**src/spt_pkg.sv**
```systemverilog
// ----------------------------------------------------------------------------
// spt_pkg: script push tokenizer types and constants
// opcode codes, byte roles and walker phases shared by the tokenizer files
// ----------------------------------------------------------------------------
package spt_pkg;

	// opcode values
	localparam logic [7:0] MAX_DIRECT_PUSH = 8'h4B;
	localparam logic [7:0] OPC_PUSHDATA1   = 8'h4C;
	localparam logic [7:0] OPC_PUSHDATA2   = 8'h4D;
	localparam logic [7:0] OPC_PUSHDATA4   = 8'h4E;

	// byte role codes on the result channel
	typedef logic [1:0] role_t;
	localparam role_t ROLE_OPCODE = 2'd0;
	localparam role_t ROLE_LENGTH = 2'd1;
	localparam role_t ROLE_DATA   = 2'd2;

	// walker phase
	typedef enum logic [1:0] {
		PH_OPCODE = 2'd0,
		PH_LENGTH = 2'd1,
		PH_DATA   = 2'd2
	} phase_t;

endpackage

```
**src/spt_if.sv**
```systemverilog
// ----------------------------------------------------------------------------
// spt_if: script byte and result channels
// valid/ready channels for the script push tokenizer
// ----------------------------------------------------------------------------
interface spt_byte_if;
	logic       valid;
	logic       ready;
	logic [7:0] script_byte;
	logic       last_byte;

	modport source (output valid, output script_byte, output last_byte, input ready);
	modport sink (input valid, input script_byte, input last_byte, output ready);
endinterface

interface spt_result_if;
	logic              valid;
	logic              ready;
	spt_pkg::role_t    byte_role;
	logic              script_done;
	logic              script_valid;

	modport source (output valid, output byte_role, output script_done,
		output script_valid, input ready);
	modport sink (input valid, input byte_role, input script_done,
		input script_valid, output ready);
endinterface

```
**src/script_push_tokenizer.sv**
```systemverilog
// ----------------------------------------------------------------------------
// script_push_tokenizer: transaction script push structure walker
// tags each script byte as opcode, push length or push data and flags
// truncated pushes at the end of a script
// ----------------------------------------------------------------------------
//  channel   dir  handshake      payload
//  script    in   valid/ready    script_byte[7:0], last_byte
//  result    out  valid/ready    byte_role[1:0], script_done, script_valid
//  cfg       in   length_big_endian_we   length_big_endian_wdata
//
//  one byte per cycle while the result is not stalled; the walker state and
//  the result register are both updated at the edge that accepts a byte
//  a byte is taken while the result register is empty or being drained
//  reset clears the walker to expecting opcode and sets big-endian lengths
//  a stalled result holds its register and backs up the script channel
// ----------------------------------------------------------------------------
module script_push_tokenizer (
	input  logic clk,
	input  logic arst_n,
	spt_byte_if.sink     script,
	spt_result_if.source result,
	input  logic length_big_endian_we,
	input  logic length_big_endian_wdata
);
	import spt_pkg::*;

	// config register
	logic big_endian_q;

	// walker state
	phase_t      phase_q;
	logic [2:0]  len_left_q;
	logic [31:0] accum_q;
	logic [1:0]  len_idx_q;
	logic [31:0] data_left_q;

	// result register
	logic  res_valid_q;
	role_t role_q;
	logic  done_q;
	logic  ok_q;

	// next state
	phase_t      phase_d;
	logic [2:0]  len_left_d;
	logic [31:0] accum_d;
	logic [1:0]  len_idx_d;
	logic [31:0] data_left_d;
	role_t       role_d;
	logic        ok_d;
	logic        accept;

	// take a byte whenever the result slot is free or emptying this cycle
	assign script.ready = !res_valid_q || result.ready;
	assign accept       = script.valid && script.ready;

	always_comb begin
		phase_d     = phase_q;
		len_left_d  = len_left_q;
		accum_d     = accum_q;
		len_idx_d   = len_idx_q;
		data_left_d = data_left_q;
		role_d      = ROLE_OPCODE;
		case (phase_q)
			PH_LENGTH: begin
				role_d = ROLE_LENGTH;
				if (big_endian_q) begin
					accum_d = {accum_q[23:0], script.script_byte};
				end else begin
					case (len_idx_q)
						2'd0: accum_d[7:0]   = accum_q[7:0]   | script.script_byte;
						2'd1: accum_d[15:8]  = accum_q[15:8]  | script.script_byte;
						2'd2: accum_d[23:16] = accum_q[23:16] | script.script_byte;
						default: accum_d[31:24] = accum_q[31:24] | script.script_byte;
					endcase
				end
				len_idx_d  = len_idx_q + 2'd1;
				len_left_d = len_left_q - 3'd1;
				// length field complete: zero length means no data follows
				if (len_left_d == 3'd0) begin
					if (accum_d == 32'd0) begin
						phase_d = PH_OPCODE;
					end else begin
						data_left_d = accum_d;
						phase_d     = PH_DATA;
					end
				end
			end
			PH_DATA: begin
				role_d      = ROLE_DATA;
				data_left_d = data_left_q - 32'd1;
				if (data_left_d == 32'd0) begin
					phase_d = PH_OPCODE;
				end
			end
			default: begin
				// opcode byte; unused phase code falls here too
				role_d = ROLE_OPCODE;
				if (script.script_byte >= 8'd1 && script.script_byte <= MAX_DIRECT_PUSH) begin
					data_left_d = 32'(script.script_byte);
					phase_d     = PH_DATA;
				end else if (script.script_byte == OPC_PUSHDATA1 ||
						script.script_byte == OPC_PUSHDATA2 ||
						script.script_byte == OPC_PUSHDATA4) begin
					if (script.script_byte == OPC_PUSHDATA1) begin
						len_left_d = 3'd1;
					end else if (script.script_byte == OPC_PUSHDATA2) begin
						len_left_d = 3'd2;
					end else begin
						len_left_d = 3'd4;
					end
					accum_d   = 32'd0;
					len_idx_d = 2'd0;
					phase_d   = PH_LENGTH;
				end else begin
					phase_d = PH_OPCODE;
				end
			end
		endcase
		// end of script: judge, then start the next script from scratch
		ok_d = 1'b0;
		if (script.last_byte) begin
			ok_d        = (phase_d == PH_OPCODE);
			phase_d     = PH_OPCODE;
			len_left_d  = 3'd0;
			accum_d     = 32'd0;
			len_idx_d   = 2'd0;
			data_left_d = 32'd0;
		end
	end

	// config register
	always_ff @(posedge clk or negedge arst_n) begin
		if (!arst_n) begin
			big_endian_q <= 1'b1;
		end else if (length_big_endian_we) begin
			big_endian_q <= length_big_endian_wdata;
		end
	end

	// walker state
	always_ff @(posedge clk or negedge arst_n) begin
		if (!arst_n) begin
			phase_q     <= PH_OPCODE;
			len_left_q  <= 3'd0;
			accum_q     <= 32'd0;
			len_idx_q   <= 2'd0;
			data_left_q <= 32'd0;
		end else if (accept) begin
			phase_q     <= phase_d;
			len_left_q  <= len_left_d;
			accum_q     <= accum_d;
			len_idx_q   <= len_idx_d;
			data_left_q <= data_left_d;
		end
	end

	// result valid
	always_ff @(posedge clk or negedge arst_n) begin
		if (!arst_n) begin
			res_valid_q <= 1'b0;
		end else if (accept) begin
			res_valid_q <= 1'b1;
		end else if (result.ready) begin
			res_valid_q <= 1'b0;
		end
	end

	// result payload
	always_ff @(posedge clk) begin
		if (accept) begin
			role_q <= role_d;
			done_q <= script.last_byte;
			ok_q   <= ok_d;
		end
	end

	assign result.valid        = res_valid_q;
	assign result.byte_role    = role_q;
	assign result.script_done  = done_q;
	assign result.script_valid = ok_q;

	// a length field always has bytes owed while in progress
	a_len_pending: assert property (@(posedge clk) disable iff (!arst_n)
		phase_q == PH_LENGTH |-> len_left_q != 3'd0)
		else $error("length phase with no length bytes owed");

	// a push in progress always has data owed
	a_data_pending: assert property (@(posedge clk) disable iff (!arst_n)
		phase_q == PH_DATA |-> data_left_q != 32'd0)
		else $error("data phase with no data bytes owed");

	// the byte after a script end is parsed as an opcode
	a_restart: assert property (@(posedge clk) disable iff (!arst_n)
		accept && script.last_byte |=> phase_q == PH_OPCODE && len_idx_q == 2'd0)
		else $error("walker not reset after last byte");

	// a verdict only comes with a script end
	a_verdict: assert property (@(posedge clk) disable iff (!arst_n)
		res_valid_q && ok_q |-> done_q)
		else $error("script_valid without script_done");

endmodule
```
**src/flat_wrapper.sv**
```systemverilog
// flat-port wrapper written by rule: the top's interface ports become plain ports
module script_push_tokenizer_flat import spt_pkg::*;
  (clk, arst_n, length_big_endian_we, length_big_endian_wdata, script_valid, script_script_byte, script_last_byte, script_ready, result_valid, result_byte_role, result_script_done, result_script_valid, result_ready);
  spt_byte_if script_i ();
  spt_result_if result_i ();
  input  logic clk;
  input  logic arst_n;
  input  logic length_big_endian_we;
  input  logic length_big_endian_wdata;
  input wire logic [$bits(script_i.valid)-1:0] script_valid;
  input wire logic [$bits(script_i.script_byte)-1:0] script_script_byte;
  input wire logic [$bits(script_i.last_byte)-1:0] script_last_byte;
  output wire logic [$bits(script_i.ready)-1:0] script_ready;
  output wire logic [$bits(result_i.valid)-1:0] result_valid;
  output wire logic [$bits(result_i.byte_role)-1:0] result_byte_role;
  output wire logic [$bits(result_i.script_done)-1:0] result_script_done;
  output wire logic [$bits(result_i.script_valid)-1:0] result_script_valid;
  input wire logic [$bits(result_i.ready)-1:0] result_ready;
  assign script_i.valid = script_valid;
  assign script_i.script_byte = script_script_byte;
  assign script_i.last_byte = script_last_byte;
  assign script_ready = script_i.ready;
  assign result_valid = result_i.valid;
  assign result_byte_role = result_i.byte_role;
  assign result_script_done = result_i.script_done;
  assign result_script_valid = result_i.script_valid;
  assign result_i.ready = result_ready;
  script_push_tokenizer u_core (.clk(clk), .arst_n(arst_n), .script(script_i), .result(result_i), .length_big_endian_we(length_big_endian_we), .length_big_endian_wdata(length_big_endian_wdata));
endmodule
```
**config.mk**
```make
export PLATFORM = sky130hd
export DESIGN_NAME = script_push_tokenizer_flat
export DESIGN_NICKNAME = d
export VERILOG_FILES = /design/src/spt_pkg.sv /design/src/spt_if.sv /design/src/script_push_tokenizer.sv /design/src/flat_wrapper.sv
export SDC_FILE = /design/constraint.sdc
export NUM_CORES = 1
export LEC_CHECK = 0
export BUFFER_PORTS_ARGS = -buffer_cell sky130_fd_sc_hd__buf_2
export CAP_MARGIN = 20
export CORE_MARGIN = 2
export CORE_UTILIZATION = 55
export DETAILED_ROUTE_END_ITERATION = 8
export MAX_ROUTING_LAYER = met4
export PLACE_DENSITY = 0.83
export SLEW_MARGIN = 20
export SYNTH_ARGS = -nofsm -noshare
export SYNTH_HDL_FRONTEND = slang
export SYNTH_SLANG_ARGS = --single-unit
```
**constraint.sdc**
```tcl
create_clock -name clk -period 2.8 [get_ports clk]
set_input_delay 0.56 -clock clk [delete_from_list [all_inputs] [get_ports clk]]
set_output_delay 0.56 -clock clk [all_outputs]
set_load 0.02 [all_outputs]
```
==> results.md, run 1 <==
- The run finished, with violations left.
- The checks that failed: setup timing.
- 0 antenna diodes ended up in the layout.
- The origin of the worst setup path is u_core.big_endian_q.
- The height of the die is 102 um.
- For this design the ratio of total power to cell area is 501 mW/mm^2.
- Cells with a size suffix above 1 make up 30.1% of the layout.
- Yosys attributes the largest share of cell area to sky130_fd_sc_hd__dfrtp_1 34%, sky130_fd_sc_hd__nand2_1 5.2%, sky130_fd_sc_hd__o31ai_1 3.3%, sky130_fd_sc_hd__a21oi_1 3.2%, sky130_fd_sc_hd__mux2_4 2.8%.
- The clock transition at the registers of the reported paths is 0.09 ns.
- VDD sags by at most 0.380 mV.
- The total number of vias is 5,600.
- Synthesis produced a netlist with a net count of 628.
- The area growth from synthesis to layout is 27.8%.
- The share of synthesized area in the top cell type comes to 34.1%.
- The number of design-rule violations left by the first detailed-router iteration is 511.
- For this configuration, the core starts out at a cell density of 57.0%.
- The die width is 102 um.
- The max-slew violation count was 0.
- The count of nets left with antenna violations after detail routing is 0.
- The routed length per placed instance is 21.5 um.
- The detailed-routing iteration count for the pre-antenna-repair pass is 6.
- Global routing consumed, over all layers together, 36.5% of the routing resources.
- The DRC violation count after routing is 0.
- The final count of hold timing violations is 0.
- The kind of cell with the highest combined delay along the critical path is simple AND/OR/NAND/NOR gates.
- The wire length of the first global-routing pass is 27,900 um.
- Counting both buffers and inverters, the worst setup path holds a total of 3.
- In this run the core area contains 35 standard-cell rows.
- In this run the number of H-tree levels came out at 3.
- The sink count of the clock tree is 77.
- The quantity of I/O buffers inserted on ports is 20.
- The post-route worst setup slack is -0.136 ns.
- Setup repair after global routing could not meet its margin everywhere.
- The clock insertion delay at the later pin of the skew report is 0.37 ns.
- The last weighted congestion value of the routability-driven placer is 0.959.
- The multi-input combinational cells in the finished layout cover a total of 0.00323 mm^2.
- The max-cap check violation count is 0.
- The post-route fraction of the period consumed by the critical path is 105%.
- The number of antenna violations at the first check in global routing came to 0.
- The die footprint is 0.0104 mm^2.
- In the synthesized netlist the dominant register cell turns out to be sky130_fd_sc_hd__dfrtp_1.
- The aggregate routed wire length is 18,000 um.
- The startpoint kind of the worst setup timing path is a flop.
- The number of nets in the final layout is 731.
- The fraction of registers with async set/reset is 94.8%.
- Power comes to 3.38 mW.
- The slowest stage of the critical path belongs to the cell sky130_fd_sc_hd__or4b_4.
- The critical path's largest stage delay is 0.55 ns.
- The signal on the critical path passes through buf_6 > buf_4 > a211o_1 > o2bb2ai_2 > or4b_4 > nor4_4 > o21ai_2 > and2_4 > buf_12 > mux2_4.
- TritonCTS built the clock tree.
- The maximum count of clock buffers along a single path is 2.
- The tree is rooted in a sky130_fd_sc_hd__clkbuf_8.
- Data arrives at the worst endpoint at 3.19 ns.
- The number of global-route vias before repair is 5,225.
- The path class of the tightest hold or removal check is in2async.
- Static timing analysis puts the maximum clock frequency at 341 MHz.
- The count of flip-flops with a built-in enable after synthesis is 4.
- The register area share after synthesis is 36.8%.
- The area used by sequential logic in the layout is 0.00195 mm^2.
- The total overflow left after global routing is 0.
- After technology mapping, the gate count stands at 602.
- The critical path is of the reg2reg type.
- Setup violations remaining at the end of the flow were counted as 28.
- In this run, post-CTS hold repair placed 0 buffers.
- Yosys printed 0 warnings.
- Dividing the detail-routed via count by the number of cells gives 6.67.
- The worst setup slack before clock tree synthesis is -0.143 ns.
- Dividing the synthesized area by the synthesized cell count gives 8.79 um^2.
- The core region is 0.00928 mm^2.
- The transition at the pin with the smallest max-transition slack is 1.03 ns.
- The worst path in the final design needs a cycle of 2.94 ns, including I/O delays and setup.
- The filler cells instantiated in the layout total 694.
- The worst setup path is captured at a flop.
- The wire-length estimate of the detail-placed layout is 12,700 um.
- Buffers inserted during clock tree synthesis total 9.
- The maximum number of pins on one net before global-route repair is 74.
- The maximum fanout count along the critical path is 15.
- The synthesized design contains 77 register bits.
- The clock skew is 0.0135 ns.
- After synthesis, the netlist uses 71 different library cells.
- STA puts the critical path data required time at 3.05 ns.
- In this run the static leakage power is 3.04 nW.
- The mapped netlist covers 0.00529 mm^2.
- The synthesized design spends more area on one cell type than any other, namely sky130_fd_sc_hd__dfrtp_1.
- The headroom to the max-slew limit is 31.2%.
- Pin placement for this block handled 21 I/O pins.
- The startpoint identified for the worst register-to-register timing path is u_core.big_endian_q.
cells by family (layout without fill, tap and decap cells):
family / count (synthesis) / after routing / share of synthesized area [%]
AND/OR/NAND/NOR: 219 / 219 / 21.0
AO/OA/AOI/OAI: 200 / 200 / 27.8
flip-flops: 77 / 77 / 36.8
buffers and inverters: 67 / 175 / 5.89
XOR/XNOR: 14 / 14 / 2.32
multiplexers: 14 / 14 / 3.64
adder cells (fa/ha/maj): 11 / 11 / 2.60
layer usage:
| metal | GRT usage, % | wire length (um) | vias up |
|---|---|---|---|
| met1 | 48.4 | 7340 | 2685 |
| met3 | 5.27 | 1620 | 74 |
| li1 | - | - | 2482 |
| met2 | 55.6 | 8210 | 359 |
| met5 | - | 0 | - |
| met4 | 16.7 | 839 | 0 |
cell usage after synthesis (all sizes together) (4+ instances only):
cell type  number
a211o          15
a211oi         10
a21o            6
a21oi          34
a22o           13
a22oi           7
buf            11
clkbuf         36
dfrtp          72
edfxtp          4
ha             11
inv            19
mux2           12
nand2          73
nand2b         18
nand3          12
nand4           6
nor2           38
nor2b          14
nor3           15
nor4           15
o211ai          4
o21ai          25
o22ai           6
o2bb2ai         4
o31ai          23
o32ai           9
o41ai           9
or2             6
or3             5
or4             8
xnor2           8
xor2            6
power breakdown:
group | switching [mW] | leakage [nW] | total [mW] | internal (mW)
Combinational | 0.630 | 1.88 | 1.15 | 0.517
Clock | 0.444 | 0.117 | 1.02 | 0.579
Sequential | 0.0527 | 1.04 | 1.21 | 1.16
Total | 1.13 | 3.04 | 3.38 | 2.26
metrics by stage:
stage               cell area [um^2]  std cells  util (%)  setup TNS, ns  hold WS (ns)
global placement                6180        808      66.5          -1.02         0.464
CTS                             6590        830      71.0          -1.25         0.352
finish                          6760        839      72.8          -2.12         0.316
floorplan                       5370        602         -         -0.388         0.264
detailed placement              6180        808      66.5          -2.38         0.476
global route                    6760        839      72.8          -3.44         0.351
cell type report:
type / count / area share (%)
inverter: 20 / 1.11
sequential: 77 / 28.9
tap: 129 / 2.39
clock inverter: 5 / 1.18
timing repair buffer: 139 / 16.3
clock buffer: 11 / 2.41
multi-input combinational: 458 / 47.7
final timing paths:
check | endpoint | slack [ns] | cells past startpoint
worst max register to register | u_core.data_left_q[14] | -0.14 | 10
worst min-delay path | u_core.accum_q[25] | 0.32 | 1
min in group clk | u_core.big_endian_q | 0.36 | 2
worst max-delay path | u_core.data_left_q[14] | -0.14 | 10
max in group asynchronous | u_core.len_idx_q[0] | 1.76 | 1
worst min register to register | u_core.accum_q[25] | 0.49 | 2
cells in the final DEF (no fill, tap or decap), types with 12 or more instances in the layout:
master	count
sky130_fd_sc_hd__a21oi_1	34
sky130_fd_sc_hd__nor2_1	38
sky130_fd_sc_hd__o31ai_1	23
sky130_fd_sc_hd__inv_1	16
sky130_fd_sc_hd__buf_2	19
sky130_fd_sc_hd__nand2_1	73
sky130_fd_sc_hd__dfrtp_1	71
sky130_fd_sc_hd__buf_4	110
sky130_fd_sc_hd__a22o_1	13
sky130_fd_sc_hd__a211o_1	15
sky130_fd_sc_hd__nand3_1	12
sky130_fd_sc_hd__nand2b_1	18
sky130_fd_sc_hd__mux2_4	12
sky130_fd_sc_hd__nor3_1	13
sky130_fd_sc_hd__o21ai_0	19
timing repair:
action,CTS,global route
resized for setup,19,25
setup buffers,5,10
pin swaps,10,10
endpoints found under the setup margin,32,35
cloned,1,1
flip-flops by register name, summed over array words and instances, names as in the netlist:
| register | flops |
|---|---|
| u_core.accum_q | 32 |
| u_core.data_left_q | 32 |
| u_core.len_left_q | 3 |
| u_core.len_idx_q | 2 |
| u_core.phase_q | 2 |
| u_core.result.byte_role | 2 |
| u_core.big_endian_q | 1 |
| u_core.result.script_done | 1 |
| u_core.result.script_valid | 1 |
| u_core.result.valid | 1 |
Power figures use the tool's default switching activity.
==> run 2: changes to the inputs <==
Settings changed: CORE_MARGIN 2 to not set, CORE_UTILIZATION 55 to 30, PLACE_DENSITY 0.83 to 0.54.
==> run 2 against run 1 <==
The flow still finishes with violations (setup timing). Flip-flop and latch count unchanged. Via count down 2.7%. Combinational power about the same. Fmax down 1.5%. Register-to-register slack worse by 0.04 ns. Highest routed layer unchanged.
==> results.md, run 2 (synthesis gave the netlist of run 1 again) <==
- The number of nets in the final layout is 738 (+0.96%).
- The most common cell after layout, fill and taps aside is sky130_fd_sc_hd__buf_4.
- The wire length of the first global-routing pass came to 31,100 um (+12%).
- STA classifies the critical path endpoint as a flop.
- The share of power burned in registers came to 31.4% (-4.5 points).
- The number of global-route vias before repair is 5,506 (+5.4%).
- The last weighted congestion value of the routability-driven placer is 0.894 (-6.8%).
- The transition at the pin with the smallest max-transition slack is 0.722 ns (-0.306 ns).
- The cell sitting at the root of the clock tree is a sky130_fd_sc_hd__clkbuf_16.
- The overall global routing resource usage is 23.6% (-13 points).
- The flop-to-flop setup slack is -0.18 ns (-0.04 ns).
- The final reports fail on setup timing.
- The number of cell instances on the worst register-to-register path is 10 (unchanged).
- The global routing usage on met3 is 2.89% (-2.4 points).
- The switching part of the total was 31.1% (-2.1 points).
- The number of core rows is 48 (+37%).
- The total number of vias is 5,450 (-2.7%).
- The maximum count of clock buffers along a single path was 2 (unchanged).
- The clock insertion delay at the later pin of the skew report is 0.35 ns (-0.02 ns).
- The cell at the slowest stage of the critical path is sky130_fd_sc_hd__or4_4.
- The signal on the critical path passes through buf_12 > buf_8 > a211o_1 > o2bb2ai_2 > or4_4 > nor4_4 > o21ai_2 > and2_4 > clkbuf_16 > mux2_4.
- The number of hold buffers added after CTS is 0 (unchanged).
- The time the final worst path needs with I/O delays and setup is 2.98 ns (+0.0437 ns).
- The clock transition at the registers of the reported paths is 0.07 ns (-0.02 ns).
- The count of nets left with antenna violations after detail routing is 0 (unchanged).
- The quantity of I/O buffers inserted on ports is 20 (unchanged).
- The detailed-routing iteration count for the pre-antenna-repair pass is 5 (-1).
- The total net switching power is 1.20 mW (+6.5%).
- The number of design-rule violations left by the first detailed-router iteration was 501 (-2.0%).
- The DRC violation count after routing is 0 (unchanged).
- The total negative setup slack is -3.16 ns (-1.04 ns).
- The final count of hold timing violations is 0 (unchanged).
- The data arrival time of the critical path is 3.22 ns (+0.03 ns).
- The routed length per placed instance is 21.0 um (-2.3%).
- The number of buffers and inverters on the critical path is 3 (unchanged).
- The tightest min-delay check is of the in2async type.
- The relative contribution of the clock network to total power is 37.9% (+7.7 points).
- The max-cap check violation count was 0 (unchanged).
- The smallest hold slack came to 0.242 ns (-0.0742 ns).
- The clock skew is 0.00936 ns (-0.00413 ns).
- The number of primary I/O pins was 21 (unchanged).
- The sum of overflow across all layers after global routing was 0 (unchanged).
- The part of the power in combinational logic is 30.7% (-3.2 points).
- The die footprint is 0.0182 mm^2 (+74%).
- The final-report setup violation count is 30 (+7.1%).
- The peak clock frequency supported by timing is 336 MHz (-1.5%).
- In the layout the commonest cells are 113 x sky130_fd_sc_hd__buf_4, 73 x sky130_fd_sc_hd__nand2_1, 70 x sky130_fd_sc_hd__dfrtp_1.
- The critical register-to-register path endpoint is u_core.data_left_q[29].
- The cell family contributing the most delay on the critical path is simple AND/OR/NAND/NOR gates.
- The die width was 135 um (+32%).
- The count of H-tree levels built during CTS is 3 (unchanged).
- The met2 layer usage reported by global route is 36.2% (-19 points).
- The effective utilization at floorplan is 30.7% (-26 points).
- The maximum fanout count along the critical path was 8 (-7).
- The max-slew violation count is 0 (unchanged).
- The static leakage power is 3.15 nW (+3.7%).
- The met1 track demand over resource is 29.8% (-19 points).
- The total internal power is 2.65 mW (+18%).
- The power density normalized to cell area is 543 mW/mm^2 (+8.5%).
- The post-route fraction of the period consumed by the critical path was 106% (+1.6 points).
- The final core utilization is 41.2% (-32 points).
- The required time of the critical path came to 3.04 ns (about the same).
- The setup path with the least slack is of type reg2reg.
- Setup repair after global routing could not meet its margin everywhere.
- The number of antenna repair diodes is 0 (unchanged).
- The number of antenna violations at the first check in global routing came to 0 (unchanged).
- The busiest layer in global routing is met2.
- The run finished, with violations left.
- The height of the die came to 135 um (+32%).
- The post-route worst setup slack was -0.179 ns (-0.0437 ns).
- The maximum ir drop on the vdd rail came to 0.286 mV (-25%).
- The area inside the core boundary came to 0.0172 mm^2 (+86%).
- The maximum number of pins on one net before global-route repair is 74 (unchanged).
- From synthesis to final layout, the design area changed by 34.1%.
- The aggregate routed wire length was 19,800 um (+9.7%).
- The sink count of the clock tree is 77 (unchanged).
- In the final layout, the registers with the most flip-flops are u_core.accum_q (32), u_core.data_left_q (32), u_core.len_left_q (3).
- The worst setup path is launched from a flop.
- The proportion of layout cells with a drive suffix above 1 is 31.1% (+0.96 points).
- The headroom to the max-slew limit was 51.9% (+21 points).
- The worst register-to-register path begins at u_core.big_endian_q.
- TritonCTS built the clock tree.
- The post-detailed-route via-to-cell ratio is 5.79 (-13%).
- The number of buffers created by CTS is 9 (unchanged).
- The sum of internal, switching and leakage power is 3.85 mW (+14%).
- The critical path's largest stage delay came to 0.55 ns (about the same).
- The total half-perimeter wirelength after legalization and detailed placement is 14,100 um (+10%).
## run 2: cell count changes in the layout (fill, tap and decap cells not counted), moves of 2 or more
cell / delta
sky130_fd_sc_hd__clkbuf_16: +9
sky130_fd_sc_hd__nor4_2: -2
sky130_fd_sc_hd__buf_6: +4
sky130_fd_sc_hd__nor2b_4: +3
sky130_fd_sc_hd__nor2b_1: -2
sky130_fd_sc_hd__nor4_1: +2
sky130_fd_sc_hd__buf_4: +3
sky130_fd_sc_hd__clkinvlp_4: -2
sky130_fd_sc_hd__clkbuf_8: -9
## run 2: worst max path at each step
stage / slack [ns] / depth (start not counted) / start / to
global route: -0.26 / 10 / u_core.len_idx_q[1] / u_core.data_left_q[5]
detailed placement: -0.25 / 10 / u_core.len_idx_q[0] / u_core.data_left_q[21]
global placement: -0.16 / 8 / u_core.big_endian_q / u_core.data_left_q[6]
finish: -0.18 / 10 / u_core.big_endian_q / u_core.data_left_q[29]
CTS: -0.13 / 10 / u_core.len_idx_q[0] / u_core.data_left_q[6]
floorplan: -0.04 / 12 / u_core.len_idx_q[1] / u_core.data_left_q[10]
## run 2: power groups by stage
stage / Combinational, mW / Sequential [mW] / Clock, mW
after floorplan: 0.605 / 1.22 / 0
after global placement: 1.06 / 1.23 / 0
after detailed placement: 1.07 / 1.23 / 0
after CTS: 1.14 / 1.21 / 1.48
after global routing: 1.28 / 1.22 / 1.52
final: 1.18 / 1.21 / 1.46
## run 2: layout make-up
| cell class | count | area [um^2] |
|---|---|---|
| repair buffers | 146 | 1180 |
| clock buffers | 11 | 264 |
| clock inverters | 5 | 104 |
| fillers | 1702 | 10100 |
| multi-input cells | 458 | 3240 |
| well taps | 225 | 282 |
| inverters | 20 | 75.1 |
| flip-flops and latches | 77 | 1950 |
## run 2: stage by stage
step                cell area, um^2  setup slack, ns  instances
finish                         7090           -0.179        942
floorplan                      5370          -0.0363        602
global placement               6340           -0.159        912
CTS                            6970           -0.129        939
detailed placement             6340           -0.247        912
global route                   7090           -0.265        942
## run 2: worst register-to-register path, delay by kind of cell (launching register included)
kind	cells	cell delay, ns
DFF	1	0.50
muxes	1	0.30
buffers and inverters	3	0.46
AOI/OAI and AO/OA	3	0.48
and+or+nand+nor	3	1.12
## run 2: timing repair
item,4_1_cts,5_1_grt
setup buffers,11,4
resized for setup,31,21
endpoints found under the setup margin,34,35
gates cloned,2,1
pin swaps,10,14
## run 2: per-layer routing
layer	share of wire (%)	vias up	routed length, um
li1	-	2493	-
met2	46	181	9000
met4	4.8	0	954
met3	4.9	42	967
met1	45	2734	8830
met5	0	-	0
==> run 3: changes to the inputs <==
Settings changed: RECOVER_POWER set to 25.
==> run 3 against run 2 <==
Worst hold slack improved by 0.15 ns. Cell area decreased by 0.11%. Flip-flop and latch count unchanged. The flow finishes with violations (capacitance limit, slew limit, setup timing). Largest power group unchanged. Highest routed layer unchanged.
==> results.md, run 3 (synthesis gave the netlist of run 1 again) <==
- The flow ran to the end, but the final reports show violations.
- The final reports fail on capacitance limit, slew limit, setup timing.
- The worst setup path is launched from a flop.
- The count of H-tree levels built during CTS came to 3 (unchanged).
- The instance area after placement came to 0.00634 mm^2 (unchanged).
- The number of inserted filler cells in the final layout came to 1,703 (+0.059%).
- The endpoint class of the critical path is a flop.
- The aggregate routed wire length is 19,800 um (about the same).
- The max-cap check violation count is 1 (+1).
- The final count of hold timing violations is 0 (unchanged).
- The number of antenna repair diodes came to 0 (unchanged).
- The headroom to the max-slew limit came to -31.1% (-83 points).
- The max-slew violation count was 74 (+74).
- The top cell types in the final layout, fill and taps aside, are 113 x sky130_fd_sc_hd__buf_4, 73 x sky130_fd_sc_hd__nand2_1, 70 x sky130_fd_sc_hd__dfrtp_1.
- The detailed-routing iteration count for the pre-antenna-repair pass is 5 (unchanged).
- The buffer type at the clock tree root is sky130_fd_sc_hd__clkbuf_16.
- The sink count of the clock tree came to 77 (unchanged).
- The number of core rows is 48 (unchanged).
- The static leakage power is 3.15 nW (-0.15%).
- The final-report setup violation count is 30 (unchanged).
- The post-detailed-route via-to-cell ratio is 5.79 (about the same).
- The die width is 135 um (unchanged).
- The clock insertion delay at the later pin of the skew report is 0.35 ns (about the same).
- The overall global routing resource usage is 23.6% (unchanged).
- The post-route worst setup slack is -0.179 ns (+0.00000100 ns).
- The number of primary I/O pins is 21 (unchanged).
- The required time of the critical path is 3.04 ns (about the same).
- The data arrival time of the critical path came to 3.22 ns (about the same).
- The area inside the core boundary was 0.0172 mm^2 (unchanged).
- The number of antenna violations at the first check in global routing was 0 (unchanged).
- The total number of vias is 5,452 (+0.037%).
- The time the final worst path needs with I/O delays and setup is 2.98 ns (-0.00000100 ns).
- The TritonCTS clock tree is done.
- The maximum fanout count along the critical path was 8 (unchanged).
- The routed length per placed instance is 21.0 um (about the same).
- The clock transition at the registers of the reported paths is 0.07 ns (about the same).
- The power density normalized to cell area is 544 mW/mm^2 (about the same).
- The maximum ir drop on the vdd rail is 0.286 mV (about the same).
- The clock skew is 0.00936 ns (-0.00000147 ns).
- The kind of critical path is reg2reg.
- The transition at the pin with the smallest max-transition slack is 1.97 ns (+1.24 ns).
- The wire length of the first global-routing pass is 31,100 um (unchanged).
- The DRC violation count after routing is 0 (unchanged).
- The maximum number of pins on one net before global-route repair is 74 (unchanged).
- The sum of overflow across all layers after global routing is 0 (unchanged).
- The finished layout cell area is 0.00709 mm^2 (-0.11%).
- The number of hold buffers added after CTS is 0 (unchanged).
- The post-route fraction of the period consumed by the critical path was 106% (about the same).
- The number of global-route vias before repair came to 5,506 (unchanged).
- The total half-perimeter wirelength after legalization and detailed placement is 14,100 um (unchanged).
- The count of nets left with antenna violations after detail routing is 0 (unchanged).
- The height of the die came to 135 um (unchanged).
- The number of design-rule violations left by the first detailed-router iteration is 501 (unchanged).
- The area used by sequential logic in the layout is 0.00195 mm^2 (unchanged).
- Setup repair after global routing could not meet its margin everywhere.
- The quantity of I/O buffers inserted on ports is 20 (unchanged).
- The die footprint is 0.0182 mm^2 (unchanged).
- The peak clock frequency supported by timing is 336 MHz (unchanged).
- The area growth from synthesis to layout is 34.0%.
- The number of nets in the final layout is 738 (unchanged).
- The number of buffers created by CTS was 9 (unchanged).
- The smallest hold slack is 0.390 ns (+0.148 ns).
- The effective utilization at floorplan came to 30.7% (unchanged).
- The sum of internal, switching and leakage power is 3.85 mW (about the same).
- The largest registers in the layout are u_core.accum_q (32), u_core.data_left_q (32), u_core.len_left_q (3).
- The maximum count of clock buffers along a single path came to 2 (unchanged).
- The last weighted congestion value of the routability-driven placer came to 0.894 (unchanged).
- The proportion of layout cells with a drive suffix above 1 is 31.0% (-0.14 points).
- The most common cell after layout, fill and taps aside is sky130_fd_sc_hd__buf_4.
- The area occupied by multi-input gates is 0.00324 mm^2 (unchanged).
- The worst hold path belongs to the class in2reg.
- The worst setup slack before clock tree synthesis is -0.247 ns (unchanged).
==> run 3: critical path, cell delays in order, from the launching register on <==
cell and delay (ns):
sky130_fd_sc_hd__dfstp_4 0.50, sky130_fd_sc_hd__buf_12 0.15, sky130_fd_sc_hd__buf_8 0.12, sky130_fd_sc_hd__a211o_1 0.25
sky130_fd_sc_hd__o2bb2ai_2 0.13, sky130_fd_sc_hd__or4_4 0.55, sky130_fd_sc_hd__nor4_4 0.37, sky130_fd_sc_hd__o21ai_2 0.10
sky130_fd_sc_hd__and2_4 0.20, sky130_fd_sc_hd__clkbuf_16 0.19, sky130_fd_sc_hd__mux2_4 0.30
==> run 3: where the power goes <==
group / internal [mW] / switching, mW / leakage, nW
Clock: 0.950 / 0.510 / 0.181
Sequential: 1.16 / 0.0481 / 1.04
Combinational: 0.539 / 0.642 / 1.93
Total: 2.65 / 1.20 / 3.15
==> run 3: repair_timing <==
action                     CTS  global route
buffers inserted            11             4
cloned                       2             1
pin swaps                   10            14
setup endpoints to repair   34            35
resized for setup           31            21
==> run 3: metal layers <==
| metal | up-vias | routed length (um) | track usage (%) |
|---|---|---|---|
| met5 | - | 0 | - |
| met4 | 0 | 954 | 14.1 |
| met3 | 42 | 966 | 2.89 |
| met2 | 181 | 9000 | 36.2 |
| met1 | 2737 | 8830 | 29.8 |
| li1 | 2492 | - | - |
==> run 3: worst paths after layout <==
path	startpoint	endpoint	slack (ns)	cells past startpoint
hold reg to reg	u_core.accum_q[24]	u_core.accum_q[24]	0.49	2
max in group asynchronous	arst_n	u_core.len_idx_q[1]	0.74	1
setup reg to reg	u_core.big_endian_q	u_core.data_left_q[29]	-0.18	10
min in group asynchronous	arst_n	u_core.accum_q[11]	0.76	1
setup / recovery	u_core.big_endian_q	u_core.data_left_q[29]	-0.18	10
hold / removal	length_big_endian_we	u_core.big_endian_q	0.39	2
==> run 3: area by class of cell <==
| type | instances | area share [%] |
|---|---|---|
| Inverter | 20 | 1.06 |
| Sequential cell | 77 | 27.6 |
| Tap cell | 225 | 3.97 |
| Multi-Input combinational cell | 458 | 45.7 |
| Timing Repair Buffer | 146 | 16.5 |
| Clock inverter | 5 | 1.47 |
| Clock buffer | 11 | 3.73 |
==> run 3: through the flow <==
step | utilization [%] | std cells | setup TNS [ns]
finish | 41.1 | 942 | -3.16
global route | 41.1 | 942 | -6.22
CTS | 40.4 | 939 | -2.11
detailed placement | 36.8 | 912 | -5.31
global placement | 36.8 | 912 | -2.90
floorplan | - | 602 | -0.388
